<file path="config.mk">
export PLATFORM = sky130hd
export DESIGN_NAME = ssl_ctrl
export DESIGN_NICKNAME = d
export VERILOG_FILES = /design/src/ssl_pkg.sv /design/src/ssl_ctrl.sv
export SDC_FILE = /design/constraint.sdc
export NUM_CORES = 1
export LEC_CHECK = 0
export ABC_CLOCK_PERIOD_IN_PS = 1650
export BUFFER_PORTS_ARGS = -buffer_cell sky130_fd_sc_hd__buf_2
export CORE_MARGIN = 1.5
export CORE_UTILIZATION = 52
export CTS_BUF_LIST = sky130_fd_sc_hd__clkbuf_2 sky130_fd_sc_hd__clkbuf_4 sky130_fd_sc_hd__clkbuf_8
export CTS_CLUSTER_SIZE = 14
export DETAILED_ROUTE_END_ITERATION = 10
export PLACE_DENSITY = 0.82
export SLEW_MARGIN = 10
export SYNTH_ARGS = -nofsm -noshare
export SYNTH_HDL_FRONTEND = slang
export SYNTH_SLANG_ARGS = --single-unit
</file>
<file path="constraint.sdc">
create_clock -name clk -period 1.65 [get_ports clk]
set_input_delay 0.2475 -clock clk [delete_from_list [all_inputs] [get_ports clk]]
set_output_delay 0.2475 -clock clk [all_outputs]
set_load 0.01 [all_outputs]
</file>
<file path="src/ssl_pkg.sv">
`timescale 1ns / 1ps
package ssl_pkg;
	localparam int TABLE_DEPTH = 1024;
	localparam int MAX_RADIX = 16;
	localparam int IDX_W = $clog2(TABLE_DEPTH);
	localparam int CNT_W = IDX_W + 1;
	localparam int CODE_W = 20;
	localparam int RADIX_W = 5;
	localparam int DIGIT_W = $clog2(MAX_RADIX);
	localparam int NUM_VIRTUAL = 4;
	localparam int SEL_W = $clog2(NUM_VIRTUAL);
	localparam int DIV_STEPS = CODE_W / 2;
	localparam int STEP_W = $clog2(DIV_STEPS);
	localparam int CFG_IDX_W = 1;
	localparam int CFG_DATA_W = CNT_W;

	localparam logic [CFG_IDX_W-1:0] CFG_RADIX = 1'b0;
	localparam logic [CFG_IDX_W-1:0] CFG_TABLE_SIZE = 1'b1;

	typedef enum logic [2:0] {
		OP_LOAD     = 3'd0,
		OP_IDENTITY = 3'd1,
		OP_ROTATE   = 3'd2,
		OP_HREFL    = 3'd3,
		OP_VREFL    = 3'd4,
		OP_DIAG     = 3'd5,
		OP_ANTIDIAG = 3'd6,
		OP_SPARE    = 3'd7
	} op_t;

	typedef enum logic [3:0] {
		ST_IDLE, ST_DIV, ST_DIG, ST_MUL, ST_CHK, ST_MID, ST_LO, ST_HI, ST_FIN
	} state_t;

	typedef enum logic [1:0] {RD_MID, RD_LO, RD_HI} rd_sel_t;

	typedef enum logic [2:0] {RES_NONE, RES_MID, RES_LO, RES_HI, RES_MISS} res_sel_t;

	typedef struct packed {
		logic             cap;
		logic             div_step;
		logic             dig_store;
		logic             mul_step;
		logic             srch_init;
		logic             cmp_upd;
		logic [SEL_W-1:0] sel;
		rd_sel_t          rd_sel;
		res_sel_t         res_sel;
		logic             out_load;
	} cmd_t;

	typedef struct packed {
		logic in_load;
		logic empty;
		logic wide;
		logic eq;
	} stat_t;
endpackage

</file>
<file path="src/ssl_ctrl.sv">
`timescale 1ns / 1ps
module ssl_ctrl (
	input  logic           clk,
	input  logic           arst_n,
	input  logic           in_valid,
	output logic           in_ready,
	output logic           out_valid,
	input  logic           out_ready,
	input  ssl_pkg::stat_t stat,
	output ssl_pkg::cmd_t  cmd
);
	ssl_pkg::state_t             state_q, state_d;
	logic [ssl_pkg::STEP_W-1:0]  cnt_q, cnt_d;
	logic [ssl_pkg::SEL_W-1:0]   dig_q, dig_d;
	logic                        out_valid_q;

	always_ff @(posedge clk or negedge arst_n) begin
		if (!arst_n) begin
			state_q     <= ssl_pkg::ST_IDLE;
			cnt_q       <= '0;
			dig_q       <= '0;
			out_valid_q <= 1'b0;
		end else begin
			state_q <= state_d;
			cnt_q   <= cnt_d;
			dig_q   <= dig_d;
			if (cmd.out_load) begin
				out_valid_q <= 1'b1;
			end else if (out_ready) begin
				out_valid_q <= 1'b0;
			end
		end
	end

	assign out_valid = out_valid_q;
	assign in_ready  = (state_q == ssl_pkg::ST_IDLE);

	always_comb begin
		state_d = state_q;
		cnt_d   = cnt_q;
		dig_d   = dig_q;
		cmd     = '0;
		cmd.rd_sel  = ssl_pkg::RD_MID;
		cmd.res_sel = ssl_pkg::RES_NONE;
		case (state_q)
			ssl_pkg::ST_IDLE: begin
				if (in_valid) begin
					cmd.cap = 1'b1;
					cnt_d   = '0;
					dig_d   = '0;
					state_d = stat.in_load ? ssl_pkg::ST_FIN : ssl_pkg::ST_DIV;
				end
			end
			ssl_pkg::ST_DIV: begin
				cmd.div_step = 1'b1;
				cnt_d = cnt_q + 1'b1;
				if (cnt_q == ssl_pkg::STEP_W'(ssl_pkg::DIV_STEPS - 1)) begin
					state_d = ssl_pkg::ST_DIG;
				end
			end
			ssl_pkg::ST_DIG: begin
				cmd.dig_store = 1'b1;
				cmd.sel       = dig_q;
				cnt_d         = '0;
				dig_d         = dig_q + 1'b1;
				state_d = (dig_q == ssl_pkg::SEL_W'(ssl_pkg::NUM_VIRTUAL - 1))
					? ssl_pkg::ST_MUL : ssl_pkg::ST_DIV;
			end
			ssl_pkg::ST_MUL: begin
				cmd.mul_step = 1'b1;
				cmd.sel      = cnt_q[ssl_pkg::SEL_W-1:0];
				cnt_d        = cnt_q + 1'b1;
				if (cnt_q == ssl_pkg::STEP_W'(ssl_pkg::NUM_VIRTUAL - 1)) begin
					if (stat.empty) begin
						cmd.res_sel = ssl_pkg::RES_MISS;
						state_d     = ssl_pkg::ST_FIN;
					end else begin
						cmd.srch_init = 1'b1;
						state_d       = ssl_pkg::ST_CHK;
					end
				end
			end
			ssl_pkg::ST_CHK: begin
				if (stat.wide) begin
					cmd.rd_sel = ssl_pkg::RD_MID;
					state_d    = ssl_pkg::ST_MID;
				end else begin
					cmd.rd_sel = ssl_pkg::RD_LO;
					state_d    = ssl_pkg::ST_LO;
				end
			end
			ssl_pkg::ST_MID: begin
				if (stat.eq) begin
					cmd.res_sel = ssl_pkg::RES_MID;
					state_d     = ssl_pkg::ST_FIN;
				end else begin
					cmd.cmp_upd = 1'b1;
					state_d     = ssl_pkg::ST_CHK;
				end
			end
			ssl_pkg::ST_LO: begin
				if (stat.eq) begin
					cmd.res_sel = ssl_pkg::RES_LO;
					state_d     = ssl_pkg::ST_FIN;
				end else begin
					cmd.rd_sel = ssl_pkg::RD_HI;
					state_d    = ssl_pkg::ST_HI;
				end
			end
			ssl_pkg::ST_HI: begin
				cmd.res_sel = stat.eq ? ssl_pkg::RES_HI : ssl_pkg::RES_MISS;
				state_d     = ssl_pkg::ST_FIN;
			end
			ssl_pkg::ST_FIN: begin
				if (!out_valid_q || out_ready) begin
					cmd.out_load = 1'b1;
					state_d      = ssl_pkg::ST_IDLE;
				end
			end
			default: state_d = ssl_pkg::ST_IDLE;
		endcase
	end
endmodule

</file>
# --- Yosys cells after proc, flatten, opt, wreduce, memory -nomap -nowiden ---
# Index checks and enable logic that the tools add are counted.
# W data, S select, Z words.
word_totals:
  regBits: 11
  input_bits: 8
  output_inout_bits: 16
  elab_cells: 69
op_classes:
  addsub: 2
  n_eq_ne: 15
  mux: 38
  n_reduce_logical: 10
ops:
  columns: ["operator", "count"]
  rows:
  - ["$mux W4", 9]
  - ["$pmux W4 S9", 1]
  - ["$eq A4 B3 Y1 const B", 4]
  - ["$mux W1", 14]
  - ["$eq A4 B2 Y1 const B", 3]
  - ["$mux W2", 6]
  - ["$pmux W2 S2", 3]
  - ["$pmux W3 S4", 1]
  - ["$pmux W4 S3", 1]
  - ["$mux W3", 3]
  - ["$eq A4 B4 Y1 const B", 2]
  - ["$ne A2 B2 Y1 const B", 4]
  - ["$add A4 B1 Y4 const B", 1]
  - ["$eq A4 B1 Y1 const B", 1]
  - ["$logic_not A4 Y1", 1]
  - ["$reduce_and A2 Y1", 2]
  - ["$reduce_and A4 Y1", 1]
  - ["$reduce_bool A2 Y1", 2]
  - ["$reduce_bool A3 Y1", 1]
  - ["$add A2 B1 Y2 const B", 1]
  - ["$eq A2 B2 Y1 const B", 1]
  - ["$reduce_or A2 Y1", 1]
  - ["$logic_not A1 Y1", 1]
  - ["$logic_or A1 B1 Y1", 1]

# --- Logic depth before layout (Yosys ltp) ---
logic_depth:
  depth_word: 5
  depth_mapped: 6
  ltp_nobuf: 6

# --- Worst setup path before layout ---
# No wires, ideal clock.
synth_timing:
  path_type: "register to output"
  startpoint: "register state_q[0]"
  endpoint: "output cmd[13] in the netlist's numbering"
  arrival_ns: 1.288
  t_required_ns: 1.402
  path_slack_ns: 0.114
  stages_incl_launch_ff: 4
  n_path_buf: 1
  cell_sequence: "dfrtp_1 buf_2 nor4_1 and2_1"
synth_rtl:
  columns: ["element", "line_no", "rtl"]
  rows:
  - ["start: declaration", "ssl_ctrl.sv:12", "ssl_pkg::state_t state_q, state_d;"]
  - ["start signal: assignment", "ssl_ctrl.sv:19", "state_q <= ssl_pkg::ST_IDLE;"]
  - ["start signal: assignment", "ssl_ctrl.sv:24", "state_q <= state_d;"]
  - ["end: declaration", "ssl_ctrl.sv:10", "output ssl_pkg::cmd_t cmd"]

==> results.md <==
* Final WS setup at -0.1512 ns
* Post-DP HPWL at 1433 microns
* Worst Setup EP: cmd[9]
* Mapped Cells at 93
* Post-Route WL at around 2800 microns
* Reg2reg end: state_q[3]$_DFFE_PN0P_
* Max incr delay on CP at 0.45 ns
* Clk_lat worst skew at 0.27 ns
* Core ar. at 0.001350 sq mm
* Count of final hold-check violations at 0
* Clock transition at path regs at 0.08 ns
* GPL Wtd Cong at 0.8048
* Final instance area at 0.001212 sq mm
* CTS Buffer Depth at 2
* Share of layout cells above drive strength 1 at 0.5071
* RSZ-0062 raised after global routing: yes
* Worst path bufs/invs at 2
* Clock skew at roughly 0.00093 ns
* Endpoint class of the critical path: primary output
* Via/cell ratio at 6.213
* P_leak at 0.5999 nW
* Post-synth EDFFs at 0
* GRT Util Overall at 0.2786
* Top-area cell type share of the netlist area at 0.3514
* Non-filler instance count after layout at 155
* Synthesis warning total at 0
* Drt initial violations at 33
* Min cycle time layout at about 1.8 ns
* Sequential area share after synthesis at 0.3514
* Synth cell types at 34
* TritonCTS Sinks at 11
* Crit-path cells: buf_6 > nor2_4 > and3_4 > nor3b_2 > buf_2
* Synth area leaders: dfrtp_1 35%, nand2_1 5.3%, ha_1 4.8%, nor2_1 4.8%, mux2i_1 3.8%
* Wire per inst at 17.79 microns
* Worst R2R Start: cnt_q[1]$_DFFE_PN0P_
* Final nets at 152
* Fmax at 555.2 MHz
* CP Class: reg2out
* VDD IR max at roughly 1100 uV
* CP max-delay cell: dfrtp_2
* Area growth from synthesis to layout at 54.79%
* Critical path startpoint: state_q[2]$_DFFE_PN0P_
* Vias in the first global route at 877
* Leading area contributor after synthesis: dfrtp_1
* Worst slew pin tran at 0.3952 ns
* Mapped Area at just under 800 sq um
* # H-tree levels at 1
* Die height at 41.81 microns
* Tcrit/Tclk final at 1.092
* Crit path max-delay family: simple AND/OR/NAND/NOR gates
* Worst-path maximum fanout at 6
* Largest net degree at the start of global routing at 15
* Total gr overflow at 0
* Startpoint Class: flop
* Hold Path Class: in2reg
* Setup TNS at -0.2732 ns
* PD cells at 1526 mW/mm^2
* Synth Flop Type: dfrtp_1
* Vias post-DR at 963
* R2r setup slk at 0.06 ns
* Inst Count DP at around 130
* Synthesized net count at 104
* DR pass1 iterations at 5
* Worst min-delay path startpoint: out_ready
* Violated checks: negative setup slack
* Final ANT Viol Nets at 0
* Status: finished, violations left
* Port Buf Inserts at 23
* FFs w/ async S/R, synth at 1.000
* Flops & latches, synth at 11
* Worst path depth at 5
* Starting Density at 0.5802
* Post-place instance area at ~930 sq um
* Initial antenna violation count at 0
* Worst Path Arrival at roughly 1.6 ns
* Drt drc at 0
* TritonCTS clock tree: done
* Synth Area per Inst at between 8 and 9 sq um
* Slew headroom at 0.7329
* Die Wd at 41.81 microns
* R2R depth at 7
* DIE AREA at 0.001748 sq mm
* CTS Buf Count at 3
* Setup violations, final at 2
* Diode count at 0
* Top cells by count, synth: 11 x dfrtp_1, 11 x nand2_1, 10 x nor2_1
* Num ports at 24
* Final max-slew violation count at 0
* Max-cap viol count at 0
* First-pass GRT wire length at roughly 3800 microns
* Root buf cell: clkbuf_4
* Critical Path RT at 1.40 ns
* Final hold slack at 0.2707 ns
* Row count at 13
worst reg2reg max path, cell delays in order (launching register included):
cell and delay [ns]:
dfrtp_1 0.39, buf_4 0.15, inv_1 0.05, ha_1 0.13, nor4bb_1 0.40, a211o_1 0.19, nand2_1 0.08, o22ai_1 0.12
worst min-delay path by stage:
stage	end	slack [ns]	cells after the start
after global placement	cnt_q[2]$_DFFE_PN0P_	0.13	1
after CTS	out_valid$_DFFE_PN0P_	0.27	3
after detailed placement	cnt_q[2]$_DFFE_PN0P_	0.13	1
after floorplan	cnt_q[0]$_DFFE_PN0P_	-0.05	0
after global routing	out_valid$_DFFE_PN0P_	0.30	3
final	out_valid$_DFFE_PN0P_	0.27	3
placed cells by master, fill, tap and decap left out, drive strengths merged, types with 4 or more instances in the layout:
| cell | synthesis | layout |
|---|---|---|
| clkbuf | 2 | 4 |
| nor2 | 10 | 10 |
| buf | 4 | 47 |
| nor3 | 4 | 4 |
| nor4 | 4 | 4 |
| dfrtp | 11 | 11 |
| o21ai | 5 | 5 |
| nand2 | 11 | 11 |
routing by layer:
metal  routed length (microns)  share of wire  vias to the layer above  global-route usage
li1                          -              -                      446                   -
met1                      1078           0.39                      438              0.3351
met2                      1342           0.49                       69              0.4531
met3                       269          0.098                       10             0.06087
met4                        68          0.025                        0              0.1613
met5                         0              0                        -                   0
what timing repair did:
item,in CTS,in global routing
pin swaps,3,6
setup buffers,9,10
endpoints found under the hold margin,11,0
endpoints found under the setup margin,12,9
gates resized for setup,10,17
hold buffers,1,0
through the flow:
step / setup slack (ns) / power [mW] / util
after floorplan: 0.1145 / 0.9802 / -
after global placement: 0.06611 / 1.205 / 0.6905
after detailed placement: 0.02543 / 1.232 / 0.6905
after CTS: -0.05584 / 1.563 / 0.7924
after global routing: -0.1951 / 1.961 / 0.8981
final: -0.1512 / 1.850 / 0.8981
sequential cells by signal (all words and copies together), names as in the netlist:
register   count
cnt_q          4
dig_q          2
out_valid      1
state_q        4
cells by family after synthesis:
logic type      Yosys count  share of synthesized area
simple gates             45                     0.3083
buf+inv                   8                    0.04792
mux                       4                    0.05272
flops                    11                     0.3514
compound gates           22                     0.1917
fa+ha+maj                 3                    0.04793
area by class of cell:
class	instances	area (sq um)
multi-input combinational	74	559.3
timing repair buffer	49	319.1
sequential	11	280.3
fill	59	137.6
clock buffer	3	22.52
tap	15	18.77
inverter	2	7.507
clock inverter	1	5.005
where the power goes:
part / switching (mW) / internal, mW
clock: 0.0980 / 0.0895
combinational: 0.594 / 0.602
sequential: 0.108 / 0.360
Power figures use the tool's default switching activity.
